**src/rtl/core/dcl_pkg.sv**
```systemverilog
// Shared types and constants for the de Casteljau level evaluator.
// Holds the item mode codes and the controller-to-datapath command group.
// Depends on nothing; every other file of the block imports it.
`default_nettype none

package dcl_pkg;

  localparam int unsigned MAX_POINTS_DEF = 8;
  localparam int unsigned COORD_BITS_DEF = 24;

  localparam int unsigned T_BITS = 17;
  localparam logic [T_BITS-1:0] T_ONE = 17'h10000;
  localparam int ROUND_HALF = 32768;

  typedef enum logic [1:0] {
    MODE_LOAD   = 2'd0,
    MODE_APPEND = 2'd1,
    MODE_EVAL   = 2'd2
  } dcl_mode_e;

  typedef struct packed {
    logic load;   // write the item's point into the store
    logic eval;   // copy the store into the work queue, latch t
    logic shift;  // pop the queue head
    logic push;   // append the interpolated point at the queue tail
  } dcl_cmd_t;

endpackage

`default_nettype wire

```
**src/rtl/core/dcl_datapath.sv**
```systemverilog
// Datapath: control point store, work queue and the x/y interpolation units.
// Driven by dcl_ctrl through dcl_cmd_t; uses dcl_pkg.
`default_nettype none

module dcl_datapath import dcl_pkg::*; #(
  parameter int unsigned MAX_POINTS = MAX_POINTS_DEF,
  parameter int unsigned COORD_BITS = COORD_BITS_DEF
) (
  input  wire logic                         clk_i,
  input  wire dcl_cmd_t                     cmd_i,
  input  wire logic [$clog2(MAX_POINTS)-1:0] wr_idx_i,
  input  wire logic [$clog2(MAX_POINTS)-1:0] push_idx_i,
  input  wire logic signed [COORD_BITS-1:0] point_x_i,
  input  wire logic signed [COORD_BITS-1:0] point_y_i,
  input  wire logic [T_BITS-1:0]            param_t_i,
  output logic signed [COORD_BITS-1:0]      out_x_o,
  output logic signed [COORD_BITS-1:0]      out_y_o
);

  localparam int unsigned CW    = COORD_BITS;
  localparam int unsigned IDX_W = $clog2(MAX_POINTS);

  logic signed [CW-1:0] sx_q [MAX_POINTS];
  logic signed [CW-1:0] sy_q [MAX_POINTS];
  logic signed [CW-1:0] wx_q [MAX_POINTS];
  logic signed [CW-1:0] wy_q [MAX_POINTS];
  logic signed [CW-1:0] shx  [MAX_POINTS];
  logic signed [CW-1:0] shy  [MAX_POINTS];
  logic [T_BITS-1:0]    t_q;
  logic [T_BITS-1:0]    t_sat;
  logic signed [CW-1:0] new_x;
  logic signed [CW-1:0] new_y;

  // a + floor((t*(b-a) + 1/2)), result always between a and b
  function automatic logic signed [CW-1:0] lerp(input logic signed [CW-1:0] a,
                                                input logic signed [CW-1:0] b,
                                                input logic [T_BITS-1:0]    t);
    logic signed [CW:0]    d;
    logic signed [CW+18:0] p;
    logic signed [CW+2:0]  q;
    logic signed [CW+2:0]  s;
    d = {b[CW-1], b} - {a[CW-1], a};
    p = $signed({1'b0, t}) * d + (CW+19)'(ROUND_HALF);
    q = p[CW+18:16];
    s = {{3{a[CW-1]}}, a} + q;
    return s[CW-1:0];
  endfunction

  assign t_sat = (param_t_i > T_ONE) ? T_ONE : param_t_i;
  assign new_x = lerp(wx_q[0], wx_q[1], t_q);
  assign new_y = lerp(wy_q[0], wy_q[1], t_q);

  always_ff @(posedge clk_i) begin
    if (cmd_i.load) begin
      sx_q[wr_idx_i] <= point_x_i;
      sy_q[wr_idx_i] <= point_y_i;
    end
    if (cmd_i.eval) begin
      t_q <= t_sat;
    end
  end

  for (genvar k = 0; k < MAX_POINTS; k++) begin : g_queue
    if (k < MAX_POINTS - 1) begin : g_mid
      assign shx[k] = wx_q[k+1];
      assign shy[k] = wy_q[k+1];
    end else begin : g_end
      assign shx[k] = wx_q[k];
      assign shy[k] = wy_q[k];
    end

    always_ff @(posedge clk_i) begin
      if (cmd_i.eval) begin
        wx_q[k] <= sx_q[k];
        wy_q[k] <= sy_q[k];
      end else if (cmd_i.shift) begin
        if (cmd_i.push && (push_idx_i == IDX_W'(k))) begin
          wx_q[k] <= new_x;
          wy_q[k] <= new_y;
        end else begin
          wx_q[k] <= shx[k];
          wy_q[k] <= shy[k];
        end
      end
    end
  end

  assign out_x_o = wx_q[0];
  assign out_y_o = wy_q[0];

endmodule

`default_nettype wire

```
**src/rtl/core/dcl_ctrl.sv**
```systemverilog
// Controller: point count, evaluation sequencer and result tagging.
// Issues dcl_cmd_t to dcl_datapath; uses dcl_pkg.
`default_nettype none

module dcl_ctrl import dcl_pkg::*; #(
  parameter int unsigned MAX_POINTS = MAX_POINTS_DEF
) (
  input  wire logic                          clk_i,
  input  wire logic                          rst_ni,
  input  wire logic                          start_i,
  input  wire logic [1:0]                    mode_i,
  output logic                               busy_o,
  output dcl_cmd_t                           cmd_o,
  output logic [$clog2(MAX_POINTS)-1:0]      wr_idx_o,
  output logic [$clog2(MAX_POINTS)-1:0]      push_idx_o,
  output logic                               result_valid_o,
  output logic [2:0]                         level_o,
  output logic [2:0]                         index_o,
  output logic                               last_o
);

  localparam int unsigned IDX_W = $clog2(MAX_POINTS);
  localparam int unsigned CNT_W = $clog2(MAX_POINTS + 1);

  typedef enum logic {
    ST_IDLE,
    ST_EVAL
  } state_e;

  state_e           state_q;
  logic [CNT_W-1:0] count_q;
  logic [CNT_W-1:0] n_q;
  logic [CNT_W-1:0] nm1;
  logic [IDX_W-1:0] i_q;
  logic [IDX_W-1:0] lvl_q;
  dcl_mode_e        mode;
  logic             take;
  logic             not_full;
  logic             level_end;

  assign mode      = dcl_mode_e'(mode_i);
  assign take      = (state_q == ST_IDLE) && start_i;
  assign not_full  = count_q < CNT_W'(MAX_POINTS);
  assign nm1       = n_q - CNT_W'(1);
  assign level_end = (i_q == nm1[IDX_W-1:0]);

  always_comb begin
    cmd_o.load  = take && ((mode == MODE_LOAD) || ((mode == MODE_APPEND) && not_full));
    cmd_o.eval  = take && (mode == MODE_EVAL) && (count_q != '0);
    cmd_o.shift = (state_q == ST_EVAL) && (n_q != CNT_W'(1));
    cmd_o.push  = (state_q == ST_EVAL) && !level_end;
    wr_idx_o    = (mode == MODE_LOAD) ? '0 : count_q[IDX_W-1:0];
    push_idx_o  = nm1[IDX_W-1:0];
  end

  always_ff @(posedge clk_i or negedge rst_ni) begin
    if (!rst_ni) begin
      state_q <= ST_IDLE;
      count_q <= '0;
      n_q     <= '0;
      i_q     <= '0;
      lvl_q   <= '0;
    end else begin
      case (state_q)
        ST_IDLE: begin
          if (start_i) begin
            case (mode)
              MODE_LOAD: begin
                count_q <= CNT_W'(1);
              end
              MODE_APPEND: begin
                if (not_full) begin
                  count_q <= count_q + CNT_W'(1);
                end
              end
              MODE_EVAL: begin
                if (count_q != '0) begin
                  state_q <= ST_EVAL;
                  n_q     <= count_q;
                  i_q     <= '0;
                  lvl_q   <= '0;
                end
              end
              default: begin
              end
            endcase
          end
        end
        ST_EVAL: begin
          if (!level_end) begin
            i_q <= i_q + IDX_W'(1);
          end else if (n_q == CNT_W'(1)) begin
            state_q <= ST_IDLE;
          end else begin
            n_q   <= nm1;
            i_q   <= '0;
            lvl_q <= lvl_q + IDX_W'(1);
          end
        end
        default: begin
          state_q <= ST_IDLE;
        end
      endcase
    end
  end

  assign busy_o         = (state_q != ST_IDLE);
  assign result_valid_o = (state_q == ST_EVAL);
  assign last_o         = (state_q == ST_EVAL) && (n_q == CNT_W'(1));
  assign level_o        = 3'(lvl_q);
  assign index_o        = 3'(i_q);

`ifndef ASSERT_OFF
  a_count_range: assert property (@(posedge clk_i) disable iff (!rst_ni)
    count_q <= CNT_W'(MAX_POINTS))
    else $error("point count above capacity");

  a_last_ends: assert property (@(posedge clk_i) disable iff (!rst_ni)
    last_o |=> !busy_o)
    else $error("still busy after the final result");

  a_results_contiguous: assert property (@(posedge clk_i) disable iff (!rst_ni)
    (result_valid_o && !last_o) |=> result_valid_o)
    else $error("gap inside an evaluation's result burst");

  a_index_in_level: assert property (@(posedge clk_i) disable iff (!rst_ni)
    result_valid_o |-> ((CNT_W'(i_q) < n_q) && (n_q <= count_q)))
    else $error("result index outside its level");
`endif

endmodule

`default_nettype wire

```
**src/rtl/core/de_casteljau_levels.sv**
```systemverilog
// A load item (mode 0 or 1) is written at the accepting edge and leaves busy_o low.
// Evaluate with n points: first result in the cycle after the accepting edge, then
// n*(n+1)/2 results on consecutive cycles; busy_o drops at the edge taking the last.
// Throughput: one load item per cycle; after an evaluate the next item is taken
// only once busy_o has dropped, which the burst of results holds off.
// Reset (rst_ni, async, active low) clears count and sequencer, not the point store.
`default_nettype none

module de_casteljau_levels import dcl_pkg::*; #(
  parameter int unsigned MAX_POINTS = MAX_POINTS_DEF,
  parameter int unsigned COORD_BITS = COORD_BITS_DEF
) (
  input  wire logic                         clk_i,
  input  wire logic                         rst_ni,
  // item command port
  input  wire logic                         start_i,
  output logic                              busy_o,
  input  wire logic [1:0]                   mode_i,
  input  wire logic signed [COORD_BITS-1:0] point_x_i,
  input  wire logic signed [COORD_BITS-1:0] point_y_i,
  input  wire logic [T_BITS-1:0]            param_t_i,
  // result strobe port
  output logic                              result_valid_o,
  output logic [2:0]                        level_o,
  output logic [2:0]                        index_o,
  output logic signed [COORD_BITS-1:0]      out_x_o,
  output logic signed [COORD_BITS-1:0]      out_y_o,
  output logic                              last_o
);

  localparam int unsigned IDX_W = $clog2(MAX_POINTS);

  // Command group from the sequencer to the datapath.
  dcl_cmd_t         cmd;
  // Store write slot: zero for a fresh set, the current count for an append.
  logic [IDX_W-1:0] wr_idx;
  // Queue tail slot for the freshly interpolated point (level size minus one).
  logic [IDX_W-1:0] push_idx;

  // The sequencer walks each level: every cycle it shows the queue head,
  // and while the level has a right neighbor it pushes lerp(head, next)
  // to the tail, so the next level builds up behind the current one.
  dcl_ctrl #(
    .MAX_POINTS(MAX_POINTS)
  ) u_ctrl (
    .clk_i          (clk_i),
    .rst_ni         (rst_ni),
    .start_i        (start_i),
    .mode_i         (mode_i),
    .busy_o         (busy_o),
    .cmd_o          (cmd),
    .wr_idx_o       (wr_idx),
    .push_idx_o     (push_idx),
    .result_valid_o (result_valid_o),
    .level_o        (level_o),
    .index_o        (index_o),
    .last_o         (last_o)
  );

  // Store, work queue and the two interpolators; the queue head is the result.
  dcl_datapath #(
    .MAX_POINTS(MAX_POINTS),
    .COORD_BITS(COORD_BITS)
  ) u_datapath (
    .clk_i      (clk_i),
    .cmd_i      (cmd),
    .wr_idx_i   (wr_idx),
    .push_idx_i (push_idx),
    .point_x_i  (point_x_i),
    .point_y_i  (point_y_i),
    .param_t_i  (param_t_i),
    .out_x_o    (out_x_o),
    .out_y_o    (out_y_o)
  );

endmodule

`default_nettype wire

```
**config.mk**
```make
export PLATFORM = sky130hd
export DESIGN_NAME = de_casteljau_levels
export DESIGN_NICKNAME = d
export VERILOG_FILES = /design/src/rtl/core/dcl_pkg.sv /design/src/rtl/core/dcl_datapath.sv /design/src/rtl/core/dcl_ctrl.sv /design/src/rtl/core/de_casteljau_levels.sv
export SDC_FILE = /design/constraint.sdc
export NUM_CORES = 2
export LEC_CHECK = 0
export BUFFER_PORTS_ARGS = -buffer_cell sky130_fd_sc_hd__buf_2
export CORE_ASPECT_RATIO = 0.75
export CORE_MARGIN = 2
export CORE_UTILIZATION = 55
export CTS_BUF_LIST = sky130_fd_sc_hd__clkbuf_16
export CTS_CLUSTER_DIAMETER = 50
export DETAILED_ROUTE_END_ITERATION = 10
export PLACE_DENSITY = 0.77
export SLEW_MARGIN = 30
export SYNTH_ARGS = -nofsm -noshare
export SYNTH_HDL_FRONTEND = slang
export SYNTH_SLANG_ARGS = --single-unit
export TNS_END_PERCENT = 20
```
**constraint.sdc**
```tcl
create_clock -name clk_i -period 10.77 [get_ports clk_i]
set_clock_uncertainty 0.2 [all_clocks]
set_input_delay 0 -clock clk_i [delete_from_list [all_inputs] [get_ports clk_i]]
set_output_delay 0 -clock clk_i [all_outputs]
set_load 0.005 [all_outputs]
```
; Word level (Yosys, flattened, before mapping)
; Memory sizes are Yosys's and may differ from the RTL's.
; Index checks and enable logic that the tools add are counted.
; Widths: inputs -> output; s select.
[word_totals]
register_bits = 32
ram_bits = 768
inputBits = 70
out_inout_bits = 57
elab_cells = 225
n_memories = 4
[classes]
n_addsub = 10
mul = 2
n_lt_le_gt_ge = 2
n_eq_ne = 19
n_mux = 124
bitwise_logic = 33
reduce_logical = 25
[memory_table]
columns = memory, words, word_bits, read_ports, rd_ports_with_merged_regs, write_ports, line_no
row1 = u_datapath.sx_q, 8, 24, 8, 0, 1, dcl_datapath.sv:23  ; logic signed [CW-1:0] sx_q [MAX_POINTS];
row2 = u_datapath.sy_q, 8, 24, 8, 0, 1, dcl_datapath.sv:24  ; logic signed [CW-1:0] sy_q [MAX_POINTS];
row3 = u_datapath.wx_q, 8, 24, 8, 0, 8, dcl_datapath.sv:25  ; logic signed [CW-1:0] wx_q [MAX_POINTS];
row4 = u_datapath.wy_q, 8, 24, 8, 0, 8, dcl_datapath.sv:26  ; logic signed [CW-1:0] wy_q [MAX_POINTS];
[op_table]
columns = op, count
row1 = $mux 24, 32
row2 = $add 40x17->40 const B, 2
row3 = $mul 18x25->40, 2
row4 = $mux 1, 73
row5 = $sub 24x24->25, 2
row6 = $add 24x24->24, 2
row7 = $or 1x1->1, 32
row8 = $mux 3, 8
row9 = $mux 4, 6
row10 = $gt 17x17->1 const B, 1
row11 = $logic_and 1x1->1, 16
row12 = $pmux 4 s2, 2
row13 = $eq 3x3->1 const B, 4
row14 = $pmux 3 s2, 2
row15 = $ne 2x2->1 const B, 5
row16 = $reduce_and 4->1, 2
row17 = $add 3x1->3 const B, 2
row18 = $eq 3x2->1 const B, 2
row19 = $reduce_and 5->1, 1
row20 = $add 4x1->4 const B, 1
row21 = $eq 4x1->1 const B, 1
row22 = $lt 4x4->1 const B, 1
row23 = $ne 4x1->1 const B, 1
row24 = $reduce_bool 4->1, 1
row25 = 14 further kinds, 14

; Depth between registers and ports, before layout
[depth]
ltp_word = 11
ltp_mapped = 49
ltp_nobuf = 48

; By module
; Synthesis repeated with hierarchy kept, for this count alone.
[hier_totals]
cells_unflattened = 6318
hier_area_um2 = 65168.8
[by_module_without_submodules]
columns = module, n_inst, cells_per_inst, area_per_inst_um2, seq_area_each_um2
row1 = dcl_datapath, 1, 6221, 64215.3, 23572.6
row2 = dcl_ctrl, 1, 97, 953.4, 375.4

; Least setup slack after synthesis
; No wires, ideal clock.
[synth_path]
kind = flip-flop to flip-flop
startpoint = mem u_datapath.wy_q[0][0] (netlist name)
endpoint = mem u_datapath.wy_q[0][23] (netlist name), data pin
setup_ps = 254
arrival_time_ps = 10277
required_ps = 10316
slack_ps = 38
stages_incl_launch_ff = 49
path_buffers = 1
synth_period_minus_slack_ps = 10732
path_cell_list = edfxtp_1 -> ha_1 -> fa_1 -> nor2b_1 -> o31a_1 -> o211ai_1 -> a31oi_1 -> a41oi_1 -> o21ai_0 -> a21oi_1 -> o21bai_1 -> a21oi_1 -> xnor2_1 -> clkbuf_1 -> and2_1 -> fa_1 -> fa_1 -> ha_1 -> (+13 left out) -> and2_1 -> o21a_1 -> o21a_1 -> nor2_1 -> xnor2_1 -> ha_1 -> a21o_1 -> a21oi_1 -> inv_1 -> a21o_1 -> a21oi_1 -> o211ai_1 -> a21oi_1 -> o21bai_1 -> xnor3_1 -> xor3_2 -> o21ai_1 -> o21a_1
[synth_rtl]
columns = item, line_no
row1 = "start, declared", dcl_datapath.sv:26

==> results.sh <==
export IMPL_critPathArrivalTime_ps=10920
export IMPL_synth_cells=6316
export IMPL_ys_flop_type="edfxtp_1"
export IMPL_core_area_mm2=0.118
export IMPL_criticalPathCategory="flop to flop"
export IMPL_yosys_area_top_type="edfxtp_1"
export IMPL_multiInputGateArea_mm2=0.0376
export IMPL_route_detailed_drc=0
export IMPL_grt_usage=0.291
export IMPL_yosys_area_top_type_share=0.362
export IMPL_async_flop_share=0.0188
export IMPL_first_pass_iters=6
export IMPL_clkLatencyLatePin_ps=680
export IMPL_dp_slack_ps=-451
export IMPL_period_needed_ps=10690
export IMPL_clock_root_buffer="clkbuf_16"
export IMPL_worst_slew_pin_slew_ps=1030
export IMPL_max_slew_margin=0.310
export IMPL_ys_seq_elements=800
export IMPL_status="complete, no violations"
export IMPL_drv_cap=0
export IMPL_min_path_type="input pin to flop"
export IMPL_syn_cell_area_mm2=0.0651
export IMPL_wl_mm=175
export IMPL_dp_hpwl_mm=126
export IMPL_setup_viol=0
export IMPL_synthTopCellsByCount="998 x inv_1, 856 x nand2_1, 794 x fa_1"
export IMPL_dr_total_vias=47600
export IMPL_final_layout_size_suffix_gt1_frac=0.150
export IMPL_gp_congestion=0.927
export IMPL_numCtsBuffers=75
export IMPL_finalHoldViolations=0
export IMPL_slew_violations=0
export IMPL_syn_avg_cell_area_um2=10.3
export IMPL_synth_cell_types=77
export IMPL_end_kind="flop"
export IMPL_rsz0062_at_grt="true"
export IMPL_regArea_mm2=0.0239
export IMPL_place_port_buffers=126
export IMPL_start_util=0.554
export IMPL_io_pins=127
export IMPL_die_width_um=401
export IMPL_antenna_found_initial=11
export IMPL_cts_tree="built"
export IMPL_global_route_overflow_total=0
export IMPL_grt_max_degree=168
export IMPL_clock_path_buffers=3
export IMPL_num_nets_final=8029
export IMPL_n_fill_cell=8776
export IMPL_period_share=0.992
export IMPL_crit_required_ps=11000
export IMPL_grt_pass1_wl_mm=275
export IMPL_htreeDepth=3
export IMPL_cpMaxStageDelayCell="fa_1"
export IMPL_synth_area_leaders="edfxtp_1 36%, fa_1 24%, ha_1 6.7%"
export IMPL_final_core_util=0.643
export IMPL_path_max_fanout=8
export IMPL_clock_fmax_ghz=0.0936
export IMPL_via_per_inst=5.64
export IMPL_yosysSeqAreaShare=0.368
export IMPL_num_rows=109
export IMPL_die_area_mm2=0.121
export IMPL_timing_hold_ws_ps=20.4
export IMPL_grt_pass1_vias=49100
export IMPL_syn_num_nets=7528
export IMPL_clkTransAtPathRegs_ps=60
export IMPL_first_iter_violations=4661
export IMPL_synth_warnings=0
export IMPL_syn_to_final_growth_pct=16.1
export IMPL_ant_nets=0
export IMPL_crit_path_start_kind="flop"
export IMPL_worst_slack_ps=81.3
export IMPL_wl_per_cell_um=20.8
export IMPL_yosysMostFrequentCell="inv_1"
export IMPL_clock_sinks=800
export IMPL_die_y_um=302
export IMPL_critical_path_max_stage_delay_ps=540
export IMPL_synth_edf_count=785
[critical path, delay by kind of cell (launching register included)]
family | cells | cell delay [ps]
fa+ha+maj | 9 | 3710
compound gates | 16 | 3300
xor+xnor | 5 | 1030
buf+inv | 7 | 760
simple gates | 6 | 740
flops | 1 | 390
mux | 1 | 300
[sequential cells by signal (all words and copies together), names as in the netlist]
signal / count
u_ctrl.count_q: 4
u_datapath.sx_q: 192
u_datapath.wx_q: 192
u_datapath.t_q: 17
u_ctrl.n_q: 4
u_ctrl.index_o: 3
u_datapath.sy_q: 192
u_ctrl.level_o: 3
u_datapath.wy_q: 192
u_ctrl.busy_o: 1
[final timing paths]
path	startpoint	end	slack (ps)	cells after the start
worst max-delay path	u_datapath.wx_q[0][25]	u_datapath.wx_q[1][95]	80	44
worst min-delay path	point_x_i[11]	u_datapath.sx_q[7][11]	20	2
worst max register to register	u_datapath.wx_q[0][25]	u_datapath.wx_q[1][95]	80	44
worst min register to register	u_datapath.sx_q[5][22]	u_datapath.wx_q[1][46]	320	2
max in group asynchronous	rst_ni	u_ctrl.n_q[0]	9560	3
min in group asynchronous	rst_ni	u_ctrl.count_q[3]	310	3
[layer usage]
layer | up-vias | wire length [um] | track usage
li1 | 21300 | - | -
met2 | 2362 | 79300 | 0.450
met4 | 8 | 4390 | 0.0802
met1 | 23700 | 73000 | 0.420
met3 | 294 | 18300 | 0.0631
met5 | - | 55 | 0
[through the flow]
stage	std cells	setup TNS, ps	cell area (um2)
2_1_floorplan	6316	0	65200
3_3_place_gp	8123	-2290	70100
3_5_place_dp	8129	-9180	70200
4_1_cts	8379	0	74100
5_1_grt	8430	-16590	75600
6_report	8434	0	75600
[placed cells by master, fill, tap and decap left out, drive strengths merged, types with 9 or more instances in the layout]
| cell type | n |
|---|---|
| a211oi | 9 |
| nand2b | 28 |
| o21ai | 313 |
| ha | 348 |
| and2 | 468 |
| clkbuf | 77 |
| nor2 | 423 |
| a21o | 47 |
| buf | 621 |
| xnor2 | 103 |
| fa | 794 |
| nand2 | 856 |
| o21a | 41 |
| a21oi | 317 |
| nor2b | 76 |
| nand3 | 38 |
| nor3 | 27 |
| and3 | 28 |
| dfrtp | 15 |
| mux2 | 18 |
| xor2 | 37 |
| o21bai | 16 |
| a31oi | 112 |
| inv | 1018 |
| dlygate4sd3 | 105 |
| edfxtp | 785 |
| clkinv | 30 |
[final cells by class]
cell class / instances / share of cell area
clock buffers: 76 / 0.0251
flip-flops and latches: 800 / 0.317
well taps: 1554 / 0.0257
clock inverters: 58 / 0.00754
repair buffers: 728 / 0.0775
diodes: 6 / 0.000198
inverters: 998 / 0.0496
multi-input cells: 4214 / 0.498
[cell families after synthesis]
group,synth area share
buf+inv,0.0751
flops,0.368
fa+ha+maj,0.311
mux,0.00357
xor+xnor,0.0199
compound gates,0.0820
simple gates,0.141
[repair_timing]
| action | 4_1_cts | 5_1_grt |
|---|---|---|
| setup endpoints to repair | 78 | 179 |
| cloned | 0 | 2 |
| hold endpoints to repair | 422 | 0 |
| hold buffers | 105 | 0 |
| pin swaps | 66 | 231 |
| resized for setup | 65 | 277 |
| buffers inserted | 11 | 46 |
Power is left out: the tool's default activity adds up to more than one toggle a clock period on the data nets, which glitch-free logic cannot reach.
